===== config.mk =====
export PLATFORM = sky130hd
export DESIGN_NAME = windowed_trimmed_mean_stats_unit
export DESIGN_NICKNAME = d
export VERILOG_FILES = /design/src/rtl/wtm_pkg.sv /design/src/rtl/wtm_ram.sv /design/src/rtl/wtm_div.sv /design/src/rtl/wtm_datapath.sv /design/src/rtl/wtm_ctrl.sv /design/src/rtl/windowed_trimmed_mean_stats_unit.sv
export SDC_FILE = /design/constraint.sdc
export NUM_CORES = 2
export LEC_CHECK = 0
export ABC_AREA = 1
export BUFFER_PORTS_ARGS = -buffer_cell sky130_fd_sc_hd__buf_4
export CORE_ASPECT_RATIO = 1.4
export CORE_MARGIN = 1.5
export CORE_UTILIZATION = 35
export CTS_BUF_LIST = sky130_fd_sc_hd__clkbuf_8
export DETAILED_ROUTE_END_ITERATION = 10
export GPL_ROUTABILITY_DRIVEN = 1
export PLACE_DENSITY = 0.51
export SLEW_MARGIN = 20
export SYNTH_ARGS = -nofsm -noshare
export SYNTH_HDL_FRONTEND = slang
export SYNTH_SLANG_ARGS = --single-unit

===== constraint.sdc =====
create_clock -name clk -period 16.1 [get_ports clk]
set_input_delay 1.61 -clock clk [delete_from_list [all_inputs] [get_ports clk]]
set_output_delay 1.61 -clock clk [all_outputs]
set_load 0.02 [all_outputs]

===== src/rtl/wtm_pkg.sv =====
// Shared types, constants and codes for the windowed trimmed-mean statistics unit.
package wtm_pkg;

    localparam int WINDOW_DEPTH = 64;
    localparam int WIN_AW       = $clog2(WINDOW_DEPTH);
    localparam int WIN_FW       = $clog2(WINDOW_DEPTH + 1);
    localparam int WIN_TW       = WIN_FW + 1;
    localparam int BPM_W        = 16;
    localparam int WIN_SUM_W    = WIN_AW + BPM_W + 1;
    localparam int CNT_W        = 32;
    localparam int RSUM_W       = 40;
    localparam int LEVEL_W      = 8;
    localparam int DVD_W        = 48;
    localparam int DVS_W        = 32;
    localparam int QUOT_W       = 16;
    localparam int STEP_W       = $clog2(QUOT_W);
    localparam int NUM_COLORS   = 3;
    localparam int NUM_RATINGS  = 3;

    typedef logic [WIN_AW-1:0]    win_addr_t;
    typedef logic [WIN_FW-1:0]    win_fill_t;
    typedef logic [WIN_TW-1:0]    win_tail_t;
    typedef logic [WIN_SUM_W-1:0] win_sum_t;
    typedef logic [BPM_W-1:0]     bpm_t;
    typedef logic [CNT_W-1:0]     cnt_t;
    typedef logic [RSUM_W-1:0]    rsum_t;
    typedef logic [LEVEL_W-1:0]   level_t;
    typedef logic [DVD_W-1:0]     dvd_t;
    typedef logic [DVS_W-1:0]     dvs_t;
    typedef logic [QUOT_W-1:0]    quot_t;
    typedef logic [STEP_W-1:0]    step_t;

    typedef enum logic [2:0] {
        FUNC_BPM      = 3'd0,
        FUNC_COLOR    = 3'd1,
        FUNC_ANXIETY  = 3'd2,
        FUNC_ENERGY   = 3'd3,
        FUNC_HUMOR    = 3'd4,
        FUNC_SNAPSHOT = 3'd5
    } func_t;

    typedef enum logic [2:0] {
        KIND_ID      = 3'd0,
        KIND_BPM     = 3'd1,
        KIND_ANXIETY = 3'd2,
        KIND_ENERGY  = 3'd3,
        KIND_HUMOR   = 3'd4,
        KIND_GREEN   = 3'd5,
        KIND_YELLOW  = 3'd6,
        KIND_RED     = 3'd7
    } kind_t;

    localparam logic [1:0] REG_BPM_LIMIT  = 2'd0;
    localparam logic [1:0] REG_RATING_MIN = 2'd1;
    localparam logic [1:0] REG_RATING_MAX = 2'd2;

    localparam bpm_t   BPM_LIMIT_RESET  = 16'd64000;
    localparam level_t RATING_MIN_RESET = 8'd1;
    localparam level_t RATING_MAX_RESET = 8'd4;

    typedef enum logic [2:0] {
        ST_IDLE,
        ST_INIT,
        ST_WALK,
        ST_EMIT,
        ST_DIV_START,
        ST_DIV_WAIT
    } state_t;

    typedef struct packed {
        logic  update;
        logic  snap_init;
        logic  walk;
        logic  div_start;
        logic  emit;
        kind_t kind;
    } cmd_t;

    typedef struct packed {
        logic walk_done;
        logic div_done;
    } stat_t;

endpackage


===== src/rtl/wtm_ram.sv =====
// Generic single-write, single-read RAM with registered read data.
module wtm_ram #(
    parameter int WIDTH = 16,
    parameter int DEPTH = 64
) (
    input  logic                     clk,
    input  logic                     we,
    input  logic [$clog2(DEPTH)-1:0] waddr,
    input  logic [WIDTH-1:0]         wdata,
    input  logic                     re,
    input  logic [$clog2(DEPTH)-1:0] raddr,
    output logic [WIDTH-1:0]         rdata
);

    logic [WIDTH-1:0] mem [DEPTH];

    always_ff @(posedge clk)
    begin
        if (we)
        begin
            mem[waddr] <= wdata;
        end
        if (re)
        begin
            rdata <= mem[raddr];
        end
    end

endmodule


===== src/rtl/wtm_div.sv =====
// Restoring divider, one quotient bit per cycle, for quotients known to fit 16 bits.
module wtm_div (
    input  logic           clk,
    input  logic           rst_n,
    input  logic           start,
    input  wtm_pkg::dvd_t  dividend,
    input  wtm_pkg::dvs_t  divisor,
    output logic           done,
    output wtm_pkg::quot_t quotient
);

    logic                  active_reg, active_next;
    logic                  done_reg, done_next;
    wtm_pkg::step_t        step_reg, step_next;
    wtm_pkg::dvs_t         rem_reg, rem_next;
    wtm_pkg::dvs_t         dvs_reg, dvs_next;
    wtm_pkg::quot_t        low_reg, low_next;
    wtm_pkg::quot_t        quot_reg, quot_next;
    logic [wtm_pkg::DVS_W+1:0] trial;
    logic                  fits;

    always_comb
    begin
        trial = {1'b0, rem_reg, low_reg[wtm_pkg::QUOT_W-1]} - {2'b00, dvs_reg};
        fits  = ~trial[wtm_pkg::DVS_W+1];
    end

    always_comb
    begin
        active_next = active_reg;
        done_next   = 1'b0;
        step_next   = step_reg;
        rem_next    = rem_reg;
        dvs_next    = dvs_reg;
        low_next    = low_reg;
        quot_next   = quot_reg;
        if (start)
        begin
            active_next = 1'b1;
            step_next   = '0;
            rem_next    = dividend[wtm_pkg::DVD_W-1:wtm_pkg::QUOT_W];
            low_next    = dividend[wtm_pkg::QUOT_W-1:0];
            dvs_next    = divisor;
            quot_next   = '0;
        end
        else if (active_reg)
        begin
            if (fits)
            begin
                rem_next = trial[wtm_pkg::DVS_W-1:0];
            end
            else
            begin
                rem_next = {rem_reg[wtm_pkg::DVS_W-2:0], low_reg[wtm_pkg::QUOT_W-1]};
            end
            low_next  = {low_reg[wtm_pkg::QUOT_W-2:0], 1'b0};
            quot_next = {quot_reg[wtm_pkg::QUOT_W-2:0], fits};
            step_next = step_reg + wtm_pkg::step_t'(1);
            if (step_reg == wtm_pkg::step_t'(wtm_pkg::QUOT_W - 1))
            begin
                active_next = 1'b0;
                done_next   = 1'b1;
            end
        end
    end

    always_ff @(posedge clk or negedge rst_n)
    begin
        if (!rst_n)
        begin
            active_reg <= 1'b0;
            done_reg   <= 1'b0;
            step_reg   <= '0;
        end
        else
        begin
            active_reg <= active_next;
            done_reg   <= done_next;
            step_reg   <= step_next;
        end
    end

    always_ff @(posedge clk)
    begin
        rem_reg  <= rem_next;
        dvs_reg  <= dvs_next;
        low_reg  <= low_next;
        quot_reg <= quot_next;
    end

    assign done     = done_reg;
    assign quotient = quot_reg;

endmodule


===== src/rtl/wtm_datapath.sv =====
// Datapath: event counters, heart-rate window, snapshot walk, divider and result registers.
module wtm_datapath (
    input  logic          clk,
    input  logic          rst_n,
    input  wtm_pkg::cmd_t cmd,
    output wtm_pkg::stat_t stat,
    input  logic [2:0]    func,
    input  logic [15:0]   bpm_value,
    input  logic [7:0]    color_index,
    input  logic [7:0]    rating_level,
    input  logic          cfg_we,
    input  logic [1:0]    cfg_index,
    input  logic [15:0]   cfg_data,
    output logic          result_strobe,
    output logic [2:0]    item_kind,
    output logic [31:0]   tally,
    output logic [15:0]   mean_value,
    output logic          mean_valid,
    output logic          last_of_run
);

    function automatic wtm_pkg::win_addr_t next_addr(input wtm_pkg::win_addr_t a);
        if (a == wtm_pkg::win_addr_t'(wtm_pkg::WINDOW_DEPTH - 1))
        begin
            return '0;
        end
        return a + wtm_pkg::win_addr_t'(1);
    endfunction

    // event state
    wtm_pkg::win_addr_t head_reg, head_next;
    wtm_pkg::win_fill_t fill_reg, fill_next;
    wtm_pkg::cnt_t      color_cnt_reg [wtm_pkg::NUM_COLORS];
    wtm_pkg::cnt_t      color_cnt_next [wtm_pkg::NUM_COLORS];
    wtm_pkg::cnt_t      rating_cnt_reg [wtm_pkg::NUM_RATINGS];
    wtm_pkg::cnt_t      rating_cnt_next [wtm_pkg::NUM_RATINGS];
    wtm_pkg::rsum_t     rating_sum_reg [wtm_pkg::NUM_RATINGS];
    wtm_pkg::rsum_t     rating_sum_next [wtm_pkg::NUM_RATINGS];
    wtm_pkg::cnt_t      event_id_reg, event_id_next;
    wtm_pkg::bpm_t      bpm_limit_reg, bpm_limit_next;
    wtm_pkg::level_t    rating_min_reg, rating_min_next;
    wtm_pkg::level_t    rating_max_reg, rating_max_next;

    // snapshot walk
    wtm_pkg::win_addr_t rd_ptr_reg, rd_ptr_next;
    wtm_pkg::win_fill_t walk_cnt_reg, walk_cnt_next;
    logic               rd_pend_reg, rd_pend_next;
    wtm_pkg::win_sum_t  acc_sum_reg, acc_sum_next;
    wtm_pkg::bpm_t      acc_lo_reg, acc_lo_next;
    wtm_pkg::bpm_t      acc_hi_reg, acc_hi_next;

    // results
    logic               strobe_reg, strobe_next;
    wtm_pkg::kind_t     kind_reg, kind_next;
    wtm_pkg::cnt_t      tally_reg, tally_next;
    wtm_pkg::quot_t     mean_reg, mean_next;
    logic               valid_reg, valid_next;

    // window RAM and divider
    logic               ram_we, ram_re;
    wtm_pkg::win_addr_t ram_waddr;
    wtm_pkg::bpm_t      ram_rdata;
    wtm_pkg::win_tail_t tail_sum;
    wtm_pkg::win_addr_t tail_addr;
    wtm_pkg::dvd_t      div_dvd;
    wtm_pkg::dvs_t      div_dvs;
    wtm_pkg::quot_t     div_quot;
    logic               div_done;
    wtm_pkg::win_sum_t  bpm_trim;
    logic               bpm_small;
    wtm_pkg::level_t    level_clamped;
    logic [2:0]         rating_off;
    logic [1:0]         ridx;
    logic [1:0]         cidx;

    wtm_ram #(
        .WIDTH (wtm_pkg::BPM_W),
        .DEPTH (wtm_pkg::WINDOW_DEPTH)
    ) u_window (
        .clk   (clk),
        .we    (ram_we),
        .waddr (ram_waddr),
        .wdata (bpm_value),
        .re    (ram_re),
        .raddr (rd_ptr_reg),
        .rdata (ram_rdata)
    );

    wtm_div u_div (
        .clk      (clk),
        .rst_n    (rst_n),
        .start    (cmd.div_start),
        .dividend (div_dvd),
        .divisor  (div_dvs),
        .done     (div_done),
        .quotient (div_quot)
    );

    always_comb
    begin
        tail_sum = wtm_pkg::win_tail_t'(head_reg) + wtm_pkg::win_tail_t'(fill_reg);
        if (tail_sum >= wtm_pkg::win_tail_t'(wtm_pkg::WINDOW_DEPTH))
        begin
            tail_addr = wtm_pkg::win_addr_t'(tail_sum - wtm_pkg::win_tail_t'(wtm_pkg::WINDOW_DEPTH));
        end
        else
        begin
            tail_addr = wtm_pkg::win_addr_t'(tail_sum);
        end

        if (rating_level < rating_min_reg)
        begin
            level_clamped = rating_min_reg;
        end
        else if (rating_level > rating_max_reg)
        begin
            level_clamped = rating_max_reg;
        end
        else
        begin
            level_clamped = rating_level;
        end
        rating_off = func - 3'(wtm_pkg::FUNC_ANXIETY);
        ridx       = rating_off[1:0];
        cidx       = color_index[1:0];
    end

    // event updates and register writes
    always_comb
    begin
        head_next       = head_reg;
        fill_next       = fill_reg;
        color_cnt_next  = color_cnt_reg;
        rating_cnt_next = rating_cnt_reg;
        rating_sum_next = rating_sum_reg;
        event_id_next   = event_id_reg;
        bpm_limit_next  = bpm_limit_reg;
        rating_min_next = rating_min_reg;
        rating_max_next = rating_max_reg;
        ram_we          = 1'b0;
        ram_waddr       = tail_addr;
        if (cmd.update)
        begin
            case (func)
                wtm_pkg::FUNC_BPM:
                begin
                    if (bpm_value != '0 && bpm_value < bpm_limit_reg)
                    begin
                        ram_we = 1'b1;
                        if (fill_reg < wtm_pkg::win_fill_t'(wtm_pkg::WINDOW_DEPTH))
                        begin
                            fill_next = fill_reg + wtm_pkg::win_fill_t'(1);
                        end
                        else
                        begin
                            ram_waddr = head_reg;
                            head_next = next_addr(head_reg);
                        end
                        event_id_next = event_id_reg + 32'd1;
                    end
                end
                wtm_pkg::FUNC_COLOR:
                begin
                    if (color_index < 8'(wtm_pkg::NUM_COLORS))
                    begin
                        if (color_cnt_reg[cidx] != '1)
                        begin
                            color_cnt_next[cidx] = color_cnt_reg[cidx] + 32'd1;
                        end
                        event_id_next = event_id_reg + 32'd1;
                    end
                end
                wtm_pkg::FUNC_ANXIETY, wtm_pkg::FUNC_ENERGY, wtm_pkg::FUNC_HUMOR:
                begin
                    if (rating_cnt_reg[ridx] != '1)
                    begin
                        rating_cnt_next[ridx] = rating_cnt_reg[ridx] + 32'd1;
                        rating_sum_next[ridx] = rating_sum_reg[ridx]
                                                + wtm_pkg::rsum_t'(level_clamped);
                    end
                    event_id_next = event_id_reg + 32'd1;
                end
                default:
                begin
                end
            endcase
        end
        if (cfg_we)
        begin
            case (cfg_index)
                wtm_pkg::REG_BPM_LIMIT:  bpm_limit_next  = cfg_data;
                wtm_pkg::REG_RATING_MIN: rating_min_next = cfg_data[7:0];
                wtm_pkg::REG_RATING_MAX: rating_max_next = cfg_data[7:0];
                default:
                begin
                end
            endcase
        end
    end

    // window walk: one read issued per cycle, its data folded in on the cycle after
    always_comb
    begin
        rd_ptr_next   = rd_ptr_reg;
        walk_cnt_next = walk_cnt_reg;
        rd_pend_next  = rd_pend_reg;
        acc_sum_next  = acc_sum_reg;
        acc_lo_next   = acc_lo_reg;
        acc_hi_next   = acc_hi_reg;
        ram_re        = 1'b0;
        if (cmd.snap_init)
        begin
            rd_ptr_next   = head_reg;
            walk_cnt_next = '0;
            rd_pend_next  = 1'b0;
            acc_sum_next  = '0;
            acc_lo_next   = '1;
            acc_hi_next   = '0;
        end
        else if (cmd.walk)
        begin
            if (walk_cnt_reg != fill_reg)
            begin
                ram_re        = 1'b1;
                rd_ptr_next   = next_addr(rd_ptr_reg);
                walk_cnt_next = walk_cnt_reg + wtm_pkg::win_fill_t'(1);
                rd_pend_next  = 1'b1;
            end
            else
            begin
                rd_pend_next = 1'b0;
            end
            if (rd_pend_reg)
            begin
                acc_sum_next = acc_sum_reg + wtm_pkg::win_sum_t'(ram_rdata);
                if (ram_rdata < acc_lo_reg)
                begin
                    acc_lo_next = ram_rdata;
                end
                if (ram_rdata > acc_hi_reg)
                begin
                    acc_hi_next = ram_rdata;
                end
            end
        end
    end

    assign stat.walk_done = (walk_cnt_reg == fill_reg) && !rd_pend_reg;
    assign stat.div_done  = div_done;

    // divider operands
    always_comb
    begin
        bpm_trim  = acc_sum_reg - wtm_pkg::win_sum_t'(acc_lo_reg)
                    - wtm_pkg::win_sum_t'(acc_hi_reg);
        bpm_small = fill_reg < wtm_pkg::win_fill_t'(3);
        case (cmd.kind)
            wtm_pkg::KIND_BPM:
            begin
                if (bpm_small)
                begin
                    div_dvd = wtm_pkg::dvd_t'(acc_sum_reg);
                    div_dvs = wtm_pkg::dvs_t'(fill_reg);
                end
                else
                begin
                    div_dvd = wtm_pkg::dvd_t'(bpm_trim);
                    div_dvs = wtm_pkg::dvs_t'(fill_reg - wtm_pkg::win_fill_t'(2));
                end
            end
            wtm_pkg::KIND_ANXIETY:
            begin
                div_dvd = {rating_sum_reg[0], 8'h00};
                div_dvs = rating_cnt_reg[0];
            end
            wtm_pkg::KIND_ENERGY:
            begin
                div_dvd = {rating_sum_reg[1], 8'h00};
                div_dvs = rating_cnt_reg[1];
            end
            wtm_pkg::KIND_HUMOR:
            begin
                div_dvd = {rating_sum_reg[2], 8'h00};
                div_dvs = rating_cnt_reg[2];
            end
            default:
            begin
                div_dvd = '0;
                div_dvs = '0;
            end
        endcase
    end

    // result registers
    always_comb
    begin
        strobe_next = cmd.emit;
        kind_next   = kind_reg;
        tally_next  = tally_reg;
        mean_next   = mean_reg;
        valid_next  = valid_reg;
        if (cmd.emit)
        begin
            kind_next = cmd.kind;
            case (cmd.kind)
                wtm_pkg::KIND_ID:
                begin
                    tally_next = event_id_reg;
                    valid_next = 1'b0;
                end
                wtm_pkg::KIND_BPM:
                begin
                    tally_next = wtm_pkg::cnt_t'(fill_reg);
                    valid_next = fill_reg != '0;
                end
                wtm_pkg::KIND_ANXIETY:
                begin
                    tally_next = rating_cnt_reg[0];
                    valid_next = rating_cnt_reg[0] != '0;
                end
                wtm_pkg::KIND_ENERGY:
                begin
                    tally_next = rating_cnt_reg[1];
                    valid_next = rating_cnt_reg[1] != '0;
                end
                wtm_pkg::KIND_HUMOR:
                begin
                    tally_next = rating_cnt_reg[2];
                    valid_next = rating_cnt_reg[2] != '0;
                end
                wtm_pkg::KIND_GREEN:
                begin
                    tally_next = color_cnt_reg[0];
                    valid_next = 1'b0;
                end
                wtm_pkg::KIND_YELLOW:
                begin
                    tally_next = color_cnt_reg[1];
                    valid_next = 1'b0;
                end
                default:
                begin
                    tally_next = color_cnt_reg[2];
                    valid_next = 1'b0;
                end
            endcase
            mean_next = valid_next ? div_quot : '0;
        end
    end

    always_ff @(posedge clk or negedge rst_n)
    begin
        if (!rst_n)
        begin
            head_reg       <= '0;
            fill_reg       <= '0;
            event_id_reg   <= '0;
            bpm_limit_reg  <= wtm_pkg::BPM_LIMIT_RESET;
            rating_min_reg <= wtm_pkg::RATING_MIN_RESET;
            rating_max_reg <= wtm_pkg::RATING_MAX_RESET;
            for (int i = 0; i < wtm_pkg::NUM_COLORS; i++)
            begin
                color_cnt_reg[i] <= '0;
            end
            for (int i = 0; i < wtm_pkg::NUM_RATINGS; i++)
            begin
                rating_cnt_reg[i] <= '0;
                rating_sum_reg[i] <= '0;
            end
            walk_cnt_reg   <= '0;
            rd_pend_reg    <= 1'b0;
            strobe_reg     <= 1'b0;
        end
        else
        begin
            head_reg       <= head_next;
            fill_reg       <= fill_next;
            event_id_reg   <= event_id_next;
            bpm_limit_reg  <= bpm_limit_next;
            rating_min_reg <= rating_min_next;
            rating_max_reg <= rating_max_next;
            color_cnt_reg  <= color_cnt_next;
            rating_cnt_reg <= rating_cnt_next;
            rating_sum_reg <= rating_sum_next;
            walk_cnt_reg   <= walk_cnt_next;
            rd_pend_reg    <= rd_pend_next;
            strobe_reg     <= strobe_next;
        end
    end

    always_ff @(posedge clk)
    begin
        rd_ptr_reg  <= rd_ptr_next;
        acc_sum_reg <= acc_sum_next;
        acc_lo_reg  <= acc_lo_next;
        acc_hi_reg  <= acc_hi_next;
        kind_reg    <= kind_next;
        tally_reg   <= tally_next;
        mean_reg    <= mean_next;
        valid_reg   <= valid_next;
    end

    assign result_strobe = strobe_reg;
    assign item_kind     = kind_reg;
    assign tally         = tally_reg;
    assign mean_value    = mean_reg;
    assign mean_valid    = valid_reg;
    assign last_of_run   = kind_reg == wtm_pkg::KIND_RED;

endmodule


===== src/rtl/wtm_ctrl.sv =====
// Controller state machine: event update, window walk, division and result sequencing.
module wtm_ctrl (
    input  logic           clk,
    input  logic           rst_n,
    input  logic           start,
    input  logic [2:0]     func,
    input  wtm_pkg::stat_t stat,
    output wtm_pkg::cmd_t  cmd,
    output logic           busy
);

    wtm_pkg::state_t state_reg, state_next;
    wtm_pkg::kind_t  kind_reg, kind_next;
    wtm_pkg::kind_t  kind_inc;

    assign kind_inc = wtm_pkg::kind_t'(kind_reg + 3'd1);

    // next state
    always_comb
    begin
        state_next = state_reg;
        kind_next  = kind_reg;
        case (state_reg)
            wtm_pkg::ST_IDLE:
            begin
                if (start && func == wtm_pkg::FUNC_SNAPSHOT)
                begin
                    state_next = wtm_pkg::ST_INIT;
                end
            end
            wtm_pkg::ST_INIT:
            begin
                state_next = wtm_pkg::ST_WALK;
            end
            wtm_pkg::ST_WALK:
            begin
                if (stat.walk_done)
                begin
                    kind_next  = wtm_pkg::KIND_ID;
                    state_next = wtm_pkg::ST_EMIT;
                end
            end
            wtm_pkg::ST_EMIT:
            begin
                if (kind_reg == wtm_pkg::KIND_RED)
                begin
                    state_next = wtm_pkg::ST_IDLE;
                end
                else
                begin
                    kind_next = kind_inc;
                    if (kind_inc == wtm_pkg::KIND_BPM || kind_inc == wtm_pkg::KIND_ANXIETY
                        || kind_inc == wtm_pkg::KIND_ENERGY || kind_inc == wtm_pkg::KIND_HUMOR)
                    begin
                        state_next = wtm_pkg::ST_DIV_START;
                    end
                end
            end
            wtm_pkg::ST_DIV_START:
            begin
                state_next = wtm_pkg::ST_DIV_WAIT;
            end
            wtm_pkg::ST_DIV_WAIT:
            begin
                if (stat.div_done)
                begin
                    state_next = wtm_pkg::ST_EMIT;
                end
            end
            default:
            begin
                state_next = wtm_pkg::ST_IDLE;
            end
        endcase
    end

    // outputs
    always_comb
    begin
        cmd.update    = 1'b0;
        cmd.snap_init = 1'b0;
        cmd.walk      = 1'b0;
        cmd.div_start = 1'b0;
        cmd.emit      = 1'b0;
        cmd.kind      = kind_reg;
        busy          = 1'b1;
        case (state_reg)
            wtm_pkg::ST_IDLE:
            begin
                busy       = 1'b0;
                cmd.update = start;
            end
            wtm_pkg::ST_INIT:      cmd.snap_init = 1'b1;
            wtm_pkg::ST_WALK:      cmd.walk      = 1'b1;
            wtm_pkg::ST_EMIT:      cmd.emit      = 1'b1;
            wtm_pkg::ST_DIV_START: cmd.div_start = 1'b1;
            default:
            begin
            end
        endcase
    end

    always_ff @(posedge clk or negedge rst_n)
    begin
        if (!rst_n)
        begin
            state_reg <= wtm_pkg::ST_IDLE;
            kind_reg  <= wtm_pkg::KIND_ID;
        end
        else
        begin
            state_reg <= state_next;
            kind_reg  <= kind_next;
        end
    end

endmodule


===== src/rtl/windowed_trimmed_mean_stats_unit.sv =====
// Top level of the windowed trimmed-mean statistics unit.
//
// Command channel: an item (func and its fields) is taken when start is high
// and busy is low. Funcs 0 to 4 update the event state in that same cycle and
// leave busy low, so such items may follow one another every cycle. Funcs 6
// and 7 are dropped.
// A snapshot (func 5) raises busy and produces eight results, one per strobe
// cycle on result_strobe, in kind order 0 to 7; last_of_run marks kind 7.
// The receiver cannot stall; each result is shown for one cycle only.
// A snapshot keeps busy high while it makes one window RAM read per cycle
// to sum the window and find its minimum and maximum, then four 16-step
// divisions on one shared divider (trimmed bpm mean, three rating means),
// each followed by its result; the last result lands as busy falls.
// Configuration: cfg_ready is always high; a write with cfg_valid sets the
// register at cfg_index. Writes must be made by the user only while the
// block is idle; the block itself does not enforce this.
// Reset (rst_n low) empties the window, clears all counters and the sample
// id, and restores the limit and clamp registers to their reset values.
module windowed_trimmed_mean_stats_unit (
    input  logic        clk,
    input  logic        rst_n,
    input  logic        start,
    output logic        busy,
    input  logic [2:0]  func,
    input  logic [15:0] bpm_value,
    input  logic [7:0]  color_index,
    input  logic [7:0]  rating_level,
    input  logic        cfg_valid,
    output logic        cfg_ready,
    input  logic [1:0]  cfg_index,
    input  logic [15:0] cfg_data,
    output logic        result_strobe,
    output logic [2:0]  item_kind,
    output logic [31:0] tally,
    output logic [15:0] mean_value,
    output logic        mean_valid,
    output logic        last_of_run
);

    wtm_pkg::cmd_t  cmd;
    wtm_pkg::stat_t stat;

    assign cfg_ready = 1'b1;

    wtm_ctrl u_ctrl (
        .clk   (clk),
        .rst_n (rst_n),
        .start (start),
        .func  (func),
        .stat  (stat),
        .cmd   (cmd),
        .busy  (busy)
    );

    wtm_datapath u_datapath (
        .clk           (clk),
        .rst_n         (rst_n),
        .cmd           (cmd),
        .stat          (stat),
        .func          (func),
        .bpm_value     (bpm_value),
        .color_index   (color_index),
        .rating_level  (rating_level),
        .cfg_we        (cfg_valid && cfg_ready),
        .cfg_index     (cfg_index),
        .cfg_data      (cfg_data),
        .result_strobe (result_strobe),
        .item_kind     (item_kind),
        .tally         (tally),
        .mean_value    (mean_value),
        .mean_valid    (mean_valid),
        .last_of_run   (last_of_run)
    );

    a_update_no_busy: assert property (@(posedge clk) disable iff (!rst_n)
        start && !busy && func != wtm_pkg::FUNC_SNAPSHOT |=> !busy)
        else $error("non-snapshot item raised busy");

    a_snapshot_busy: assert property (@(posedge clk) disable iff (!rst_n)
        start && !busy && func == wtm_pkg::FUNC_SNAPSHOT |=> busy)
        else $error("snapshot item did not raise busy");

    a_result_in_run: assert property (@(posedge clk) disable iff (!rst_n)
        result_strobe && !last_of_run |-> busy)
        else $error("result outside a snapshot run");

    a_run_ends: assert property (@(posedge clk) disable iff (!rst_n)
        result_strobe && last_of_run |=> !result_strobe)
        else $error("result after the last of a run");

    a_mean_kind: assert property (@(posedge clk) disable iff (!rst_n)
        result_strobe && mean_valid |-> (item_kind == wtm_pkg::KIND_BPM
            || item_kind == wtm_pkg::KIND_ANXIETY || item_kind == wtm_pkg::KIND_ENERGY
            || item_kind == wtm_pkg::KIND_HUMOR))
        else $error("valid mean on a kind without a mean");

endmodule


==> summary.txt <==
Run status
  – Status: complete, no violations

Clocking
  – Root buf cell: clkbuf_8
  – Cts hold-fix bufs: 0
  – Post-CTS setup buffer count: 0
  – Clock slew at the register clock pins of the worst setup and hold paths: about 60 ps
  – Num CTS Buffers: just under 300
  – Max clock buf depth: 4
  – CTS Sinks: ~1700
  – Htree depth: 5
  – Worst skew pair latency: approximately 1000 ps
  – Post-cts sizing count: 0
  – TritonCTS clock tree: built

Logic synthesis
  – Post-Synth Adder-Cell Area: 3.04%
  – Post-synth EDFFs: between 1000 and 1500
  – Largest family of logic cells by synthesized area: simple AND/OR/NAND/NOR gates
  – Mapped Nets: 8483
  – Ys Warns: 0
  – Async SR Flop Fraction: between 20% and 30%
  – Synth Area in Compound Gates: roughly 14%
  – Yosys top cell area share: 44.8%
  – Mux contribution to synthesized area: 0%
  – Netlist cell types: a little under 60
  – Flops & latches, synth: 1659
  – Register area share after synthesis: roughly three fifths
  – Dominant cell type by area after synthesis: edfxtp_1
  – Synth area leaders: edfxtp_1 (45%), dfrtp_1 (13%), nand2_1 (8.3%), nor2_1 (5.6%), o21ai_0 (5.5%)
  – Mapped Avg Cell Area: between 9 and 10 sq um
  – Synth Flop Type: edfxtp_1
  – Synth Instances: 8246
  – Simple-gate area share of the yosys netlist: around 17%
  – Cell Area, Synth: between 70000 and 80000 sq um
  – Post-synthesis xor/xnor area fraction: 1.85%

Final layout
  – Most frequent cells in the layout: nand2_1 (1742), edfxtp_1 (1178), nor2_1 (1167), o21ai_0 (865), inv_1 (659)
  – # fillers: about 22000
  – Ratio of cells with drive above 1 in the final layout: between 8 and 9%
  – Most common cell after layout, fill and taps aside: nand2_1
  – Area Overhead vs Synth: 12.2%
  – Max reg flops: around 1000
  – Cell area after layout: between 80000 and 90000 sq um
  – Final layout net count: 8627

Drt
  – Antenna Nets Post-Route: 0
  – Via density: 5.30
  – # DRC: 0
  – DR iter-0 viols: slightly above 5000
  – WL/cell: around 23 microns
  – Drt total wl: ~270 mm
  – Pre-antenna DRT Iters: 6
  – Vias: 61600

Timing
  – TNS Setup: 0 ps
  – Min cycle time layout: between 5000 and 6000 ps
  – Worst slew pin tran: between 1000 and 1500 ps
  – Slew HR: 21.0%
  – RSZ-0062 raised after global routing: no
  – F_max: about 190 MHz
  – Final Setup Violations: 0
  – Final hold vios: 0
  – Fin crit share: between 30 and 40%
  – Post-Route Skew: ~95 ps
  – Max Slew Vio Count: 0

Critical path
  – CP Class: primary input to flip-flop
  – CP max stage cell: clkinv_2
  – Cell Chain, Critical Path: buf_4 -> inv_2 -> nand2_2 -> o221ai_1 -> nand3_1 -> inv_1 -> nand2_2 -> nor2_4 -> nand2_2 -> nand3_2 -> buf_4 -> clkinv_2 -> buf_4 -> nand3_1 -> nand2_1
  – Worst setup SP type: primary input
  – Critical path peak fanout: 50
  – Worst path arrival time: slightly above 6000 ps
  – CP Capture Type: flip-flop
  – CP required: between 15000 and 20000 ps
  – Slowest cell delay on critical path: 840 ps

Floorplanning
  – Cell Rows: ~210
  – Die height: 565 microns
  – IO Pins: between 100 and 150
  – Initial Util: 35.1%
  – Core Area: between 200000 and 250000 sq um
  – Die area: 228000 sq um
  – Die W: just over 400 microns

Power
  – Pleak: 0.0346 uW
  – Peak supply drop: 0.186 mV
  – PwrDens: about 180 nW/um^2

Global route
  – Largest net degree at the start of global routing: between 150 and 200
  – Gr ovfl total: 0
  – Vias in the first global route: ~61000
  – First-pass GRT wire length: a little under 400 mm
  – Total GRT Usage: a little under a quarter
  – Initial antenna violation count: 4

Place
  – PortBufs: between 100 and 150
  – Area after DPL: around 83000 sq um
  – Routability congestion estimate: approximately 0.93
  – DP Wirelength: approximately 180 mm

Run
  – Max-cap viol count: 0

Hold path
  – Hold Crit Class: flip-flop to flip-flop
## metal layers
| layer | track usage [%] | part of all wire [%] |
|---|---|---|
| met1 | 26.9 | 39 |
| met4 | 13.3 | 6.1 |
| met5 | 0 | 0 |
| met2 | 41.0 | 51 |
| met3 | 2.88 | 4.6 |
## cell type report
cell class	instances	area (sq um)	area share [%]
diodes	3	7.51	0.00848
clock buffers	318	4380	4.94
clock inverters	198	1030	1.16
inverters	583	2210	2.49
multi-input cells	5599	28100	31.7
flip-flops and latches	1659	47100	53.1
well taps	3016	3770	4.26
repair buffers	258	2050	2.31
## power by group
group | total [uW] | internal, uW | switching (uW)
clock | 3720 | 1920 | 1810
sequential | 5430 | 5140 | 295
combinational | 6450 | 1880 | 4570
## worst max-delay path, delay by kind of cell
kind                   cells  cell delay, ps
AOI/OAI and AO/OA          1             560
and+or+nand+nor            8            1420
buffers and inverters      6            2490
## stage by stage
| step | total power, uW | hold WS (ps) | setup WS (ps) | instances | util, % |
|---|---|---|---|---|---|
| final | 15600 | 454 | 10750 | 11600 | 39.5 |
| after global routing | 16600 | 482 | 10470 | 11600 | 39.4 |
| after CTS | 15700 | 460 | 10810 | 11600 | 39.4 |
| after detailed placement | 12000 | 444 | 9810 | 11100 | 37.0 |
| after global placement | 11900 | 440 | 9870 | 11100 | 37.0 |
| after floorplan | 9530 | 429 | 10720 | 8246 | - |
## synth_stat cells, drive strengths merged (25+ instances only)
master,n
a21oi,294
a22oi,25
a31oi,34
buf,95
clkbuf,310
dfrtp,402
dfxtp,71
edfxtp,1178
ha,160
inv,579
nand2,1747
nand3,230
nand4,54
nor2,1186
nor3,47
nor4,35
o211ai,48
o21ai,978
o21bai,53
o221ai,45
o22ai,366
xnor2,58
xor2,109
## final timing paths
kind / slack, ps / start / depth (start not counted) / end
worst max register to register: 11610 / u_datapath.rd_ptr_reg[0] / 9 / u_datapath.u_window.rdata[6]
worst max-delay path: 10750 / func[1] / 15 / u_datapath.rating_sum_reg[38]
min in group asynchronous: 760 / rst_n / 1 / u_datapath.color_cnt_reg[24]
max in group asynchronous: 12480 / rst_n / 4 / u_datapath.bpm_limit_reg[5]
worst min register to register: 450 / u_datapath.acc_lo_reg[10] / 2 / u_datapath.acc_lo_reg[10]
worst min-delay path: 450 / u_datapath.acc_lo_reg[10] / 2 / u_datapath.acc_lo_reg[10]
## logic make-up (layout without fill, tap and decap cells)
group	Yosys count	after routing
fa+ha+maj	180	180
compound gates	1903	1903
simple gates	3348	3348
xor+xnor	167	167
flops	1659	1659
other cells	1	4
buf+inv	988	1357
Note: power is estimated with default switching activity, not from simulation.
